<file path="config.mk">
export PLATFORM = sky130hd
export DESIGN_NAME = bmpk_cfg
export DESIGN_NICKNAME = d
export VERILOG_FILES = /design/src/design/bmp_pixel_to_rgba_color_key_defines.svh /design/src/design/bmpk_pkg.sv /design/src/design/bmpk_cfg.sv
export SDC_FILE = /design/constraint.sdc
export NUM_CORES = 1
export LEC_CHECK = 0
export ABC_AREA = 1
export ABC_CLOCK_PERIOD_IN_PS = 1200
export BUFFER_PORTS_ARGS = -buffer_cell sky130_fd_sc_hd__buf_4
export CAP_MARGIN = 20
export CORE_UTILIZATION = 52
export DETAILED_ROUTE_END_ITERATION = 10
export GPL_TIMING_DRIVEN = 0
export PLACE_DENSITY = 0.83
export SETUP_SLACK_MARGIN = 0.4
export SLEW_MARGIN = 10
export SYNTH_ARGS = -nofsm -noshare
export SYNTH_HDL_FRONTEND = slang
export SYNTH_SLANG_ARGS = --single-unit
</file>
<file path="constraint.sdc">
create_clock -name clk -period 1.2 [get_ports clk]
set_input_delay 0.06 -clock clk [delete_from_list [all_inputs] [get_ports clk]]
set_output_delay 0.06 -clock clk [all_outputs]
set_load 0.02 [all_outputs]
</file>
<file path="src/design/bmp_pixel_to_rgba_color_key_defines.svh">
// Assertion macros shared by the BMP to RGBA converter.
// Expects a clock named clk and an active-low reset named rst_n at the point of use.
`ifndef BMP_PIXEL_TO_RGBA_COLOR_KEY_DEFINES_SVH
`define BMP_PIXEL_TO_RGBA_COLOR_KEY_DEFINES_SVH

// The consequent must hold in the same cycle as the antecedent.
`define BMPK_ASSERT_SAME(label, ante, cons, msg) \
    label: assert property (@(posedge clk) disable iff (!rst_n) (ante) |-> (cons)) \
        else $error(msg);

// The consequent must hold in the cycle after the antecedent.
`define BMPK_ASSERT_NEXT(label, ante, cons, msg) \
    label: assert property (@(posedge clk) disable iff (!rst_n) (ante) |=> (cons)) \
        else $error(msg);

`endif

</file>
<file path="src/design/bmpk_pkg.sv">
// Types and constants of the BMP pixel to RGBA converter.
// No dependencies; the interfaces, the top level and all submodules but the palette refer to it by scoped names.
package bmpk_pkg;

    localparam int CFG_IDX_W  = 3;
    localparam int CFG_DATA_W = 24;

    localparam logic [CFG_IDX_W-1:0] REG_IMAGE_WIDTH  = 3'd0;
    localparam logic [CFG_IDX_W-1:0] REG_IMAGE_HEIGHT = 3'd1;
    localparam logic [CFG_IDX_W-1:0] REG_DEPTH_MODE   = 3'd2;
    localparam logic [CFG_IDX_W-1:0] REG_KEY_ENABLE   = 3'd3;
    localparam logic [CFG_IDX_W-1:0] REG_KEY_COLOR    = 3'd4;

    localparam logic [1:0] DEPTH_PAL  = 2'd0;
    localparam logic [1:0] DEPTH_BGR  = 2'd1;
    localparam logic [1:0] DEPTH_ABGR = 2'd2;

    localparam logic OP_PALETTE = 1'b0;
    localparam logic OP_PIXEL   = 1'b1;

    localparam logic [7:0] ALPHA_OPAQUE = 8'hFF;
    localparam logic [7:0] ALPHA_CLEAR  = 8'h00;

    localparam int ROW_BYTES_W = 18;

    typedef struct packed {
        logic [15:0] image_width;
        logic [15:0] image_height;
        logic [1:0]  depth_mode;
        logic        key_enable;
        logic [23:0] key_color;
    } cfg_t;

    typedef struct packed {
        logic        is_pal;
        logic        is_32;
        logic [23:0] rgb;
        logic [7:0]  alpha32;
        logic [15:0] x;
        logic [15:0] y;
        logic        last;
    } meta_t;

    typedef struct packed {
        logic s1_valid;
        logic s1_advance;
    } stage_t;

endpackage

</file>
<file path="src/design/bmpk_cfg.sv">
// Configuration register file of the BMP pixel to RGBA converter.
// Depends on bmpk_pkg for the register indices and the cfg_t bundle.
module bmpk_cfg
(
    input  logic                            clk,
    input  logic                            rst_n,
    input  logic                            wr_en,
    input  logic [bmpk_pkg::CFG_IDX_W-1:0]  wr_index,
    input  logic [bmpk_pkg::CFG_DATA_W-1:0] wr_data,
    output bmpk_pkg::cfg_t                  cfg
);

    bmpk_pkg::cfg_t cfg_reg;

    always_ff @(posedge clk or negedge rst_n)
    begin
        if (!rst_n)
        begin
            cfg_reg.image_width  <= 16'd1;
            cfg_reg.image_height <= 16'd1;
            cfg_reg.depth_mode   <= bmpk_pkg::DEPTH_BGR;
            cfg_reg.key_enable   <= 1'b0;
            cfg_reg.key_color    <= 24'd0;
        end
        else if (wr_en)
        begin
            unique case (wr_index)
                bmpk_pkg::REG_IMAGE_WIDTH:  cfg_reg.image_width  <= wr_data[15:0];
                bmpk_pkg::REG_IMAGE_HEIGHT: cfg_reg.image_height <= wr_data[15:0];
                bmpk_pkg::REG_DEPTH_MODE:   cfg_reg.depth_mode   <= wr_data[1:0];
                bmpk_pkg::REG_KEY_ENABLE:   cfg_reg.key_enable   <= wr_data[0];
                bmpk_pkg::REG_KEY_COLOR:    cfg_reg.key_color    <= wr_data[23:0];
                default:
                begin
                end
            endcase
        end
    end

    assign cfg = cfg_reg;

endmodule

</file>
=== Yosys cells after proc, flatten, opt, wreduce, memory -nomap -nowiden ===
Cells that the tools add are included.

* Bits in registers: 59
* Bits of input ports: 30
* Output and inout port bits: 59
* Word-level logic and storage cells: 15

* Eq/ne operators: 4
* Reductions and logical operators: 6

{| class="wikitable"
|+ Operator list
! cell !! count
|-
| $reduce_and 2->1 || 5
|-
| $eq 3x2->1 const B || 2
|-
| $eq 3x1->1 const B || 1
|-
| $eq 3x3->1 const B || 1
|-
| $logic_not 3->1 || 1
|}

=== Logic depth before layout (Yosys ltp) ===
* Word-level depth: 2
* Mapped depth: 6
* Depth with buffers taken out: 5

=== Worst setup path after synthesis ===
No wires, ideal clock.

* Path kind: register -> register
* Start point: register, netlist name cfg[43]
* End point: register cfg_reg (netlist bit cfg[43])
* Library setup time: 0.060 ns
* Arrival time: 0.677 ns
* Required time: 1.140 ns
* Slack: 0.463 ns
* Cell stages (with the launch flop): 3
* Path buffers: 0
* Clock period less this slack: 0.737 ns
* Cell sequence: dfstp_2 -> nand2_1 -> nand2_1

{| class="wikitable"
|+ RTL lines
! element !! line !! text
|-
| end: declaration || bmpk_cfg.sv:13 || <nowiki>bmpk_pkg::cfg_t cfg_reg;</nowiki>
|}

=== Final worst setup path ===
* Start point: register cfg_reg (netlist bit cfg[25])
* End point: output cfg[25] (netlist name)

{| class="wikitable"
|+ RTL lines
! element !! line !! text
|-
| end: declaration || bmpk_cfg.sv:10 || <nowiki>output bmpk_pkg::cfg_t cfg</nowiki>
|}

No word-level cell between the ends.

==> flow_metrics.tcl <==
set metrics [dict create \
    insertion_delay_ns 0.33 \
    drtIter0Drc 454 \
    wire_per_inst_um 22.2 \
    cts.path.max_buffers 2 \
    portBuffers 88 \
    largest_reg_flops 59 \
    via_per_inst 6.20 \
    yosys.area_share.simple 0.338 \
    synth_cells 267 \
    num_vias 3042 \
    grt_first_pass_wirelength_mm 13.5 \
    final_common_cell "nand2_1" \
    path_clk_slew_ns 0.07 \
    die_x_um 70.0 \
    violations "hold timing" \
    p_per_area_mw_per_mm2 1740 \
    synth_compound_area_frac 0 \
    synth-xor-area-share 0 \
    coreArea_mm2 0.00441 \
    start_util 0.545 \
    diodes 0 \
    final_nets 464 \
    rows 24 \
    cp_max_fo 2 \
    drv_cap 0 \
    start_kind "flop" \
    required_ns 1.14 \
    drc_errors 0 \
    gr-total-overflow 0 \
    cpMaxStageDelayCell "dfstp_2" \
    finalSetupTns_ns 0 \
    synth.ff_latch_count 59 \
    postCtsHoldBufs 20 \
    die-area_mm2 0.00491 \
    rsz0062_at_grt "yes" \
    layout_common_cells "116 x nand2_1, 81 x buf_4, 61 x buf_6" \
    antenna_found_initial 0 \
    relSlewSlack 0.505 \
    gp_congestion 0.758 \
    ant_nets 0 \
    cts_max_level 3 \
    cts_buffers 9 \
    areaGrowthSynthToFinish_pct 71.4 \
    period_share 0.888 \
    final-hold-violation-count 57 \
    syn_nets 297 \
    drive_gt1_frac 0.415 \
    synth-seq-area-share 0.615 \
    critPathKind "flop to output port" \
    pre_cts_slack_ns 0.180 \
    ios 89 \
    synthAdderAreaFrac 0 \
    final-setup-viol-count 0 \
    drt_pass1_iterations 8 \
    critical_path.top_delay_family "flip-flops" \
    synthDistinctLibCells 13 \
    fin_ws_ns 0.134 \
    wirelength_mm 10.9 \
    ir_worst_vdd_mv 1.15 \
    crit_path_max_incr_delay_ns 0.56 \
    synth_top_family_by_area "simple AND/OR/NAND/NOR gates" \
    grt_pass1_vias 2773 \
    p_leak_nw 2.28 \
    startpoint "cfg[25]" \
    hold_ws_ns -0.218 \
    grt_max_degree 60 \
    cts_num_sinks 59 \
    worst-path-buf-inv 1 \
    clk_root_buffer_cell "clkbuf_8" \
    grt_usage 0.368 \
    status "complete, but fails checks" \
    hp-class "input pin to asynchronous set/reset pin" \
    rr_startpoint "cfg[10]" \
    fin_skew_ns 0 \
    dp_hpwl_mm 4.46 \
    synth_mux_area_frac 0 \
    cp.arrival_ns 1.01 \
    worst_pin_slew_ns 0.742 \
    final_util 0.935 \
    die_h_um 70.0 \
    synthesis.area_mm2 0.00241 \
    yosys_warnings 0 \
    maxSlewViolCount 0 \
    end_kind "output port" \
    fmax_mhz 938 \
    period_minus_slack_ns 1.07 \
    cts_tree "yes" \
    worstPathCellList "buf_6" \
    syn_area_per_cell_um2 9.02 \
]
report_power, final:
group,total (W),switching [W],internal [W]
clock network,0.00182,0.000838,0.000977
logic,0.00264,0.00131,0.00133
registers,0.00273,0.000350,0.00238
synth_stat cells:
cell type  count  area, um2
buf_4          5       37.5
nand2_4        1       11.3
buf_2          9       45.0
nand2_2        2       12.5
nand2_1      122        458
buf_6          1       11.3
inv_2          1       3.75
inv_1          4       15.0
nor2_4         3       33.8
nor2_1         1       3.75
dfrtp_1       56       1400
dfstp_2        3       78.8
nand3_1       59        295
stage by stage:
stage / instance area, um2 / power [W] / cells / hold WS, ns
floorplan: 2410 / 0.00344 / 267 / -0.236
global placement: 3130 / 0.00426 / 407 / 0.164
detailed placement: 3130 / 0.00432 / 407 / 0.163
CTS: 3930 / 0.00658 / 467 / -0.192
global route: 4130 / 0.00734 / 491 / -0.161
finish: 4130 / 0.00718 / 491 / -0.218
logic make-up (layout without fill, tap and decap cells):
group | after synthesis | after routing
flip-flops | 59 | 59
AND/OR/NAND/NOR | 188 | 188
buffers and inverters | 20 | 192
cell type report:
cell class | instances | area, um2
plain buffers | 15 | 93.8
clock buffers | 15 | 186
clock inverters | 1 | 5.00
fillers | 129 | 289
inverters | 5 | 18.8
multi-input cells | 188 | 830
flip-flops and latches | 59 | 1480
well taps | 52 | 65.1
repair buffers | 156 | 1450
routing by layer:
metal | vias to the layer above | wire length, um | GRT usage
met4 | 0 | 877 | 0.231
met1 | 1408 | 3560 | 0.416
li1 | 1185 | - | -
met3 | 98 | 1230 | 0.0765
met5 | - | 0 | 0
met2 | 351 | 5250 | 0.631
path summary, 6_finish.rpt:
kind                           end  slack [ns]  cells past startpoint
setup / recovery           cfg[25]        0.13                      1
hold reg to reg            cfg[27]        0.49                      2
max in group asynchronous  cfg[58]        0.92                      1
hold / removal              cfg[6]       -0.22                      1
min in group clk           cfg[18]           0                      3
setup reg to reg           cfg[10]        0.14                      4
what timing repair did:
action / CTS / global route
setup endpoints to repair: 59 / 65
gates cloned: 0 / 0
setup buffers: 24 / 24
resized for setup: 59 / 8
pin swaps: 0 / 2
hold endpoints to repair: 94 / 56
Note: power is estimated with default switching activity, not from simulation.
