<file path="src/design/bmp_pixel_to_rgba_color_key_defines.svh">
// Assertion macros shared by the BMP to RGBA converter.
// Expects a clock named clk and an active-low reset named rst_n at the point of use.
`ifndef BMP_PIXEL_TO_RGBA_COLOR_KEY_DEFINES_SVH
`define BMP_PIXEL_TO_RGBA_COLOR_KEY_DEFINES_SVH

// The consequent must hold in the same cycle as the antecedent.
`define BMPK_ASSERT_SAME(label, ante, cons, msg) \
    label: assert property (@(posedge clk) disable iff (!rst_n) (ante) |-> (cons)) \
        else $error(msg);

// The consequent must hold in the cycle after the antecedent.
`define BMPK_ASSERT_NEXT(label, ante, cons, msg) \
    label: assert property (@(posedge clk) disable iff (!rst_n) (ante) |=> (cons)) \
        else $error(msg);

`endif

</file>
<file path="src/design/bmpk_pkg.sv">
// Types and constants of the BMP pixel to RGBA converter.
// No dependencies; the interfaces, the top level and all submodules but the palette refer to it by scoped names.
package bmpk_pkg;

    localparam int CFG_IDX_W  = 3;
    localparam int CFG_DATA_W = 24;

    localparam logic [CFG_IDX_W-1:0] REG_IMAGE_WIDTH  = 3'd0;
    localparam logic [CFG_IDX_W-1:0] REG_IMAGE_HEIGHT = 3'd1;
    localparam logic [CFG_IDX_W-1:0] REG_DEPTH_MODE   = 3'd2;
    localparam logic [CFG_IDX_W-1:0] REG_KEY_ENABLE   = 3'd3;
    localparam logic [CFG_IDX_W-1:0] REG_KEY_COLOR    = 3'd4;

    localparam logic [1:0] DEPTH_PAL  = 2'd0;
    localparam logic [1:0] DEPTH_BGR  = 2'd1;
    localparam logic [1:0] DEPTH_ABGR = 2'd2;

    localparam logic OP_PALETTE = 1'b0;
    localparam logic OP_PIXEL   = 1'b1;

    localparam logic [7:0] ALPHA_OPAQUE = 8'hFF;
    localparam logic [7:0] ALPHA_CLEAR  = 8'h00;

    localparam int ROW_BYTES_W = 18;

    typedef struct packed {
        logic [15:0] image_width;
        logic [15:0] image_height;
        logic [1:0]  depth_mode;
        logic        key_enable;
        logic [23:0] key_color;
    } cfg_t;

    typedef struct packed {
        logic        is_pal;
        logic        is_32;
        logic [23:0] rgb;
        logic [7:0]  alpha32;
        logic [15:0] x;
        logic [15:0] y;
        logic        last;
    } meta_t;

    typedef struct packed {
        logic s1_valid;
        logic s1_advance;
    } stage_t;

endpackage

</file>
<file path="src/design/bmpk_unpack.sv">
// Byte unpacker: drops row padding, assembles pixels and tracks column and row.
// Depends on bmpk_pkg for cfg_t, meta_t and the depth and operation codes.
module bmpk_unpack
(
    input  logic           clk,
    input  logic           rst_n,
    input  bmpk_pkg::cfg_t cfg,
    input  logic           accept,
    input  logic           operation,
    input  logic [7:0]     data_byte,
    output logic           emit,
    output bmpk_pkg::meta_t meta
);

    logic [bmpk_pkg::ROW_BYTES_W-1:0] row_bytes_reg, row_bytes_next;
    logic [15:0] column_reg, column_next;
    logic [15:0] rows_reg, rows_next;
    logic [23:0] assembly_reg, assembly_next;
    logic [1:0]  byte_idx_reg, byte_idx_next;

    logic [15:0] w_eff, h_eff, rows_inc;
    logic [bmpk_pkg::ROW_BYTES_W-1:0] w_ext, data_len, line_len, row_bytes_inc;
    logic [1:0]  last_idx;
    logic        is_pal, is_24, in_data, pixel_op;

    always_comb
    begin
        w_eff  = (cfg.image_width == 16'd0) ? 16'd1 : cfg.image_width;
        h_eff  = (cfg.image_height == 16'd0) ? 16'd1 : cfg.image_height;
        w_ext  = {2'b00, w_eff};
        is_pal = (cfg.depth_mode == bmpk_pkg::DEPTH_PAL);
        is_24  = (cfg.depth_mode == bmpk_pkg::DEPTH_BGR);
        priority if (is_pal)
        begin
            data_len = w_ext;
            last_idx = 2'd0;
        end
        else if (is_24)
        begin
            data_len = (w_ext << 1) + w_ext;
            last_idx = 2'd2;
        end
        else
        begin
            data_len = w_ext << 2;
            last_idx = 2'd3;
        end
        line_len      = (data_len + 18'd3) & ~18'd3;
        row_bytes_inc = row_bytes_reg + 18'd1;
        rows_inc      = rows_reg + 16'd1;
        in_data       = (row_bytes_reg < data_len);
        pixel_op      = accept && (operation == bmpk_pkg::OP_PIXEL);

        row_bytes_next = row_bytes_reg;
        column_next    = column_reg;
        rows_next      = rows_reg;
        assembly_next  = assembly_reg;
        byte_idx_next  = byte_idx_reg;
        emit           = 1'b0;

        meta.is_pal  = is_pal;
        meta.is_32   = !is_pal && !is_24;
        meta.rgb     = is_24 ? {data_byte, assembly_reg[15:8], assembly_reg[7:0]}
                             : {data_byte, assembly_reg[23:16], assembly_reg[15:8]};
        meta.alpha32 = assembly_reg[7:0];
        meta.x       = column_reg;
        meta.y       = h_eff - 16'd1 - rows_reg;
        meta.last    = (column_reg == w_eff - 16'd1) && (rows_reg == h_eff - 16'd1);

        if (pixel_op)
        begin
            if (in_data)
            begin
                if (is_pal || byte_idx_reg >= last_idx)
                begin
                    emit          = 1'b1;
                    column_next   = column_reg + 16'd1;
                    assembly_next = is_pal ? assembly_reg : 24'd0;
                    byte_idx_next = is_pal ? byte_idx_reg : 2'd0;
                end
                else
                begin
                    unique case (byte_idx_reg)
                        2'd0: assembly_next[7:0]   = assembly_reg[7:0] | data_byte;
                        2'd1: assembly_next[15:8]  = assembly_reg[15:8] | data_byte;
                        2'd2: assembly_next[23:16] = assembly_reg[23:16] | data_byte;
                        default:
                        begin
                        end
                    endcase
                    byte_idx_next = byte_idx_reg + 2'd1;
                end
            end
            row_bytes_next = row_bytes_inc;
            if (row_bytes_inc >= line_len)
            begin
                row_bytes_next = '0;
                column_next    = 16'd0;
                assembly_next  = 24'd0;
                byte_idx_next  = 2'd0;
                rows_next      = (rows_inc >= h_eff) ? 16'd0 : rows_inc;
            end
        end
    end

    always_ff @(posedge clk or negedge rst_n)
    begin
        if (!rst_n)
        begin
            row_bytes_reg <= '0;
            column_reg    <= 16'd0;
            rows_reg      <= 16'd0;
            assembly_reg  <= 24'd0;
            byte_idx_reg  <= 2'd0;
        end
        else
        begin
            row_bytes_reg <= row_bytes_next;
            column_reg    <= column_next;
            rows_reg      <= rows_next;
            assembly_reg  <= assembly_next;
            byte_idx_reg  <= byte_idx_next;
        end
    end

endmodule

</file>
<file path="config.mk">
export PLATFORM = sky130hd
export DESIGN_NAME = bmpk_unpack
export DESIGN_NICKNAME = d
export VERILOG_FILES = /design/src/design/bmp_pixel_to_rgba_color_key_defines.svh /design/src/design/bmpk_pkg.sv /design/src/design/bmpk_unpack.sv
export SDC_FILE = /design/constraint.sdc
export NUM_CORES = 1
export LEC_CHECK = 0
export ABC_CLOCK_PERIOD_IN_PS = 6370
export BUFFER_PORTS_ARGS = -buffer_cell sky130_fd_sc_hd__clkbuf_2
export CAP_MARGIN = 20
export CORE_ASPECT_RATIO = 1.25
export CORE_MARGIN = 2
export CORE_UTILIZATION = 44
export CTS_CLUSTER_SIZE = 40
export DETAILED_ROUTE_END_ITERATION = 10
export PLACE_DENSITY = 0.65
export SYNTH_ARGS = -nofsm -noshare
export SYNTH_HDL_FRONTEND = slang
export SYNTH_SLANG_ARGS = --single-unit
export TNS_END_PERCENT = 1
</file>
<file path="constraint.sdc">
create_clock -name clk -period 6.37 [get_ports clk]
set_input_delay 0.3185 -clock clk [delete_from_list [all_inputs] [get_ports clk]]
set_output_delay 0.3185 -clock clk [all_outputs]
set_load 0.02 [all_outputs]
</file>
## Word level (Yosys, flattened, before mapping)

Index checks and enable logic that the tools add are counted.

| operators by class | value |
|---|---|
| add/subtract/negate cells | 9 |
| bitwise operators | 3 |
| magnitude comparators | 4 |
| equality and inequality tests | 6 |
| reductions and logical operators | 21 |
| multiplexer cells | 26 |

Operators by type and width:

| operator | count |
|---|---|
| 16-bit two-way mux | 7 |
| 24-bit two-way mux | 4 |
| 18-bit two-way mux | 3 |
| 16-bit by 1-bit adder with 16-bit output (second input constant) | 2 |
| 16-bit equality test | 2 |
| 16-bit logical NOT | 2 |
| 16-bit by 1-bit subtractor with 16-bit output (second input constant) | 2 |
| 8-bit two-way mux | 3 |
| 8-bit OR | 3 |
| 17-bit by 16-bit adder with 18-bit output | 1 |
| 18-bit by 1-bit adder with 18-bit output (second input constant) | 1 |
| 18-bit by 2-bit adder with 18-bit output (second input constant) | 1 |
| 18-bit >= comparator | 1 |
| 18-bit less-than comparator | 1 |
| 16-bit >= comparator | 1 |
| 16-bit subtractor | 1 |
| 4-bit AND reduction | 3 |
| 2-bit two-way mux | 5 |
| 3-bit nonzero test | 3 |
| 3-bit AND reduction | 2 |
| 2-bit by 1-bit equality test with 1-bit output (second input constant) | 2 |
| 2-bit logical NOT | 2 |
| 1-bit two-way mux | 4 |
| 2-bit nonzero test | 2 |
| 8 further kinds | 11 |

| storage, ports and cells | value |
|---|---|
| logic and storage cells | 76 |
| input bits | 71 |
| flip-flop bits (word level) | 76 |

## Longest topological paths before layout

| depth | value |
|---|---|
| depth in word-level cells | 9 |
| gate-level depth with buffers | 30 |
| gate-level depth less buffers | 25 |

## Worst setup path before layout

Ideal clock, no wire load.

| timing | value |
|---|---|
| path kind | input -> register |
| start point | input cfg[45] (netlist name) |
| end point | register byte_idx_reg[1] |
| setup time | 79 ps |
| required time | 6291 ps |
| buffers on the path | 5 |
| data arrival time | 6191 ps |
| setup slack | 99 ps |
| stages | 29 |
| cells stage by stage | clkbuf_1 > inv_1 > ha_1 > and4b_1 > nand3_1 > clkbuf_1 > buf_2 > nand2_1 > mux2i_1 > ha_1 > a2111oi_2 > o32a_4 > o31ai_2 > mux2_1 > a221oi_2 > or4_4 > nor3_2 > nand2b_1 > ha_1 > a21o_1 > a21o_1 > a211oi_1 > o21a_1 > a21boi_0 > o21ai_0 > clkbuf_1 > clkbuf_1 > nand4_1 > mux2i_1 |

| on the way | value |
|---|---|
| longest elaborated chain between the ends | 9 |
| elaborated cells between the ends (all ways) | 12 |
| those cells by class | add/sub (2); order compare (2); eq/ne (1); mux (4); reduce/logical (3) |

Ends and longest elaborated chain:

| what | RTL line | RTL |
|---|---|---|
| start, declared | bmpk_unpack.sv:7 | `input bmpk_pkg::cfg_t cfg,` |
| 16-bit logical NOT | bmpk_unpack.sv:28 | `w_eff = (cfg.image_width == 16'd0) ? 16'd1 : cfg.image_width;` |
| 16-bit two-way mux * | bmpk_unpack.sv:28 |  |
| 17-bit by 16-bit adder with 18-bit output | bmpk_unpack.sv:40 | `data_len = (w_ext << 1) + w_ext;` |
| 18-bit two-way mux | bmpk_unpack.sv:38 | `else if (is_24)` |
| 18-bit two-way mux * | bmpk_unpack.sv:33 | `priority if (is_pal)` |
| 18-bit by 2-bit adder with 18-bit output | bmpk_unpack.sv:48 | `line_len = (data_len + 18'd3) & ~18'd3;` |
| 18-bit >= comparator | bmpk_unpack.sv:95 | `if (row_bytes_inc >= line_len)` |
| 3-bit by 2-bit inequality test with 1-bit output (no source line) or 2-bit nonzero test (tied branches) | - |  |
| 3-bit AND reduction (no source line) | - |  |
| end signal, assigned | bmpk_unpack.sv:122 | `byte_idx_reg <= byte_idx_next;` |
| end, declared | bmpk_unpack.sv:19 | `logic [1:0] byte_idx_reg, byte_idx_next;` |

Mark *: on every way between the ends. The rest lies on a longest branch, timed or not.
A chain may end at the register's enable or synchronous reset.

==> qor.yml <==
final_layout:
  layout.nets: 1402
  largest_reg_flops: 24
  final_core_util: 0.504
  antennaDiodeCount: 0
  stdcell_count: 1497
  area_delta_synth_final_pct: 13.4
  stdcell_area_mm2: 0.0101
  drive_gt1_frac: 0.159
yosys:
  synth_area_leaders: "dfrtp_1, ha_1, xnor2_1"
  synth-xor-area-share: 0.103
  syn-num-nets: 1309
  synth.most_common_cell: "nand2_1"
  synth_compound_area_frac: 0.202
  synth_top_family_by_area: "simple AND/OR/NAND/NOR gates"
  syn_area_mm2: 0.00886
  postSynthCellCount: 1129
  synth_cell_types: 86
  synthSimpleGateAreaFrac: 0.234
  synth-seq-cells: 76
  yosys_warnings: 0
  synth_common_cells: "nand2_1, ha_1, inv_1, dfrtp_1, nor2_1"
  yosys.area.top_type: "dfrtp_1"
  synth_mux_area_frac: 0.0150
  yosysSeqAreaShare: 0.215
  yosysTopAreaCellShare: 0.215
  synth_ff_type: "dfrtp_1"
  yosys.area_share.adder: 0.155
  async_reset_ff_frac: 1.00
  synth.avg_cell_area_um2: 7.85
  synth_edf_count: 0
worst_setup_path:
  critical_path_buf_inv_count: 3
  critical-path-top-delay-family: "simple AND/OR/NAND/NOR gates"
  criticalPathCategory: "in -> out"
  path_common_cell: "nor3_1"
  cp_slowest_cell: "or3_1"
  r2r_slack_ns: 1.70
  max_stage_delay_ns: 0.43
  worst_setup_path_start_kind: "input port"
  crit_chain: "clkbuf_2 -> or3_1 -> nor3_1 -> nand2_1 -> nor4_1 -> nand2_1 -> nor3_1 -> a21o_1 -> inv_1 -> ha_1 -> nand3_1 -> nor3_1 -> xnor2_1 -> ha_1 -> nand4_1 -> nor3_1 -> o2111a_1 -> o2111ai_1 -> nor4_1 -> nand4_1 -> nor4_1 -> clkbuf_2"
  arrival_ns: 5.64
  worstPathRequired_ns: 6.05
  worst-path-max-fanout: 6
  end_kind: "output pin"
sta:
  finalCriticalPeriod_ns: 5.96
  setup_viol: 0
  hold_viol_final: 0
  fin_crit_sh: 0.936
  rsz0062_at_grt: "yes"
  relSlewSlack: 0.320
  setup_tns_ns: 0
  finClkSkew_ns: 0.00913
  slew_viol_final: 0
  fmax_ghz: 0.168
  tightest_slew_ns: 1.01
die:
  die_area_mm2: 0.0213
  die_h_um: 163
  core.rowCount: 58
  die_w_um: 131
  core_mm2: 0.0200
  start_util: 0.444
  ios: 139
global_routing:
  overflow: 0
  first_global_vias: 8012
  grt_pass1_wl_mm: 39.0
  grt_max_degree: 77
  antenna_found_initial: 0
  grt_usage: 0.229
run:
  cap_violations: 0
power_and_ir_drop:
  p_leak_uw: 0.00494
  ir_worst_vdd_mv: 0.137
  power_density_mw_per_mm2: 258
  p_total_uw: 2590
cts:
  root_buffer: "clkbuf_16"
  cts_setup_buffers: 0
  cts_buffers: 9
  htreeDepth: 3
  cts_tree: "yes"
  cts_buffer_depth: 2
  clk_pin_slew_ns: 0.07
  clk_latency_ns: 0.36
  cts.sinks: 76
place:
  gp_congestion: 0.899
  placement.io_buffers: 113
  place_area_mm2: 0.00966
  dp_hpwl_mm: 18.8
  dp_cells: 1479
route:
  routedWlPerCell_um: 16.0
  drt_iter0_drc: 446
  drc: 0
  routed_wl_mm: 24.0
  num_vias: 8313
  vias_per_cell: 5.55
  firstDrtPassIters: 5
  postRouteAntennaNets: 0
min_path:
  hp-class: "in -> reg"
run_status:
  status: "complete, no violations"
metrics by stage:
step	hold slack [ns]	worst slack, ns
global route	0.267	-0.0215
CTS	0.164	0.332
floorplan	0.0229	0.0994
detailed placement	0.482	0.0267
finish	0.251	0.407
global placement	0.477	0.0839
logic make-up (layout without fill, tap and decap cells):
| family | after synthesis | in the layout |
|---|---|---|
| fa+ha+maj | 109 | 109 |
| xor+xnor | 104 | 104 |
| flops | 76 | 76 |
| mux | 13 | 13 |
| buf+inv | 156 | 254 |
| simple gates | 411 | 411 |
| compound gates | 260 | 260 |
layout make-up:
class | instances | area [um2]
clock buffer | 9 | 225
clock inverter | 7 | 105
fill | 1943 | 9900
inverter | 96 | 360
multi-input combinational | 897 | 6300
sequential | 76 | 1900
tap | 270 | 338
timing repair buffer | 142 | 821
power by group:
| part | leakage, uW | switching (uW) | internal [uW] |
|---|---|---|---|
| Sequential | 0.00102 | 132 | 608 |
| Combinational | 0.00376 | 767 | 491 |
| Clock | 0.000159 | 241 | 351 |
worst min-delay path, cell delays in order:
cell,delay [ns]
clkbuf_2,0.11
a21oi_1,0.06
nor2_1,0.07
timing repair:
action,CTS,global route
endpoints found under the setup margin,0,27
hold buffers,0,1
resized for setup,0,5
endpoints found under the hold margin,0,6
layer usage:
metal  GRT usage  up-vias  part of all wire
met1       0.276     3926              0.44
met4      0.0779        0             0.025
met3      0.0306       39             0.034
met2       0.415      185              0.50
met5           0        -                 0
li1            -     4163                 -
placed cells by master, fill, tap and decap left out, drive strengths merged, types with 32 or more instances in the layout:
cell type | synthesis | layout
a21oi | 65 | 65
clkbuf | 28 | 121
dfrtp | 76 | 76
ha | 108 | 108
inv | 95 | 99
nand2 | 142 | 142
nand3 | 32 | 32
nor2 | 75 | 75
o21ai | 56 | 56
xnor2 | 71 | 71
xor2 | 33 | 33
final timing paths:
check                      cells after the start               end              from
setup / recovery                              22           meta[0]           cfg[32]
hold / removal                                 3  assembly_reg[11]      data_byte[3]
setup reg to reg                              16       rows_reg[0]       rows_reg[0]
hold reg to reg                                2  assembly_reg[20]  assembly_reg[20]
max in group asynchronous                      3    column_reg[11]             rst_n
min in group asynchronous                      2       rows_reg[9]             rst_n
Note: power is estimated with default switching activity, not from simulation.
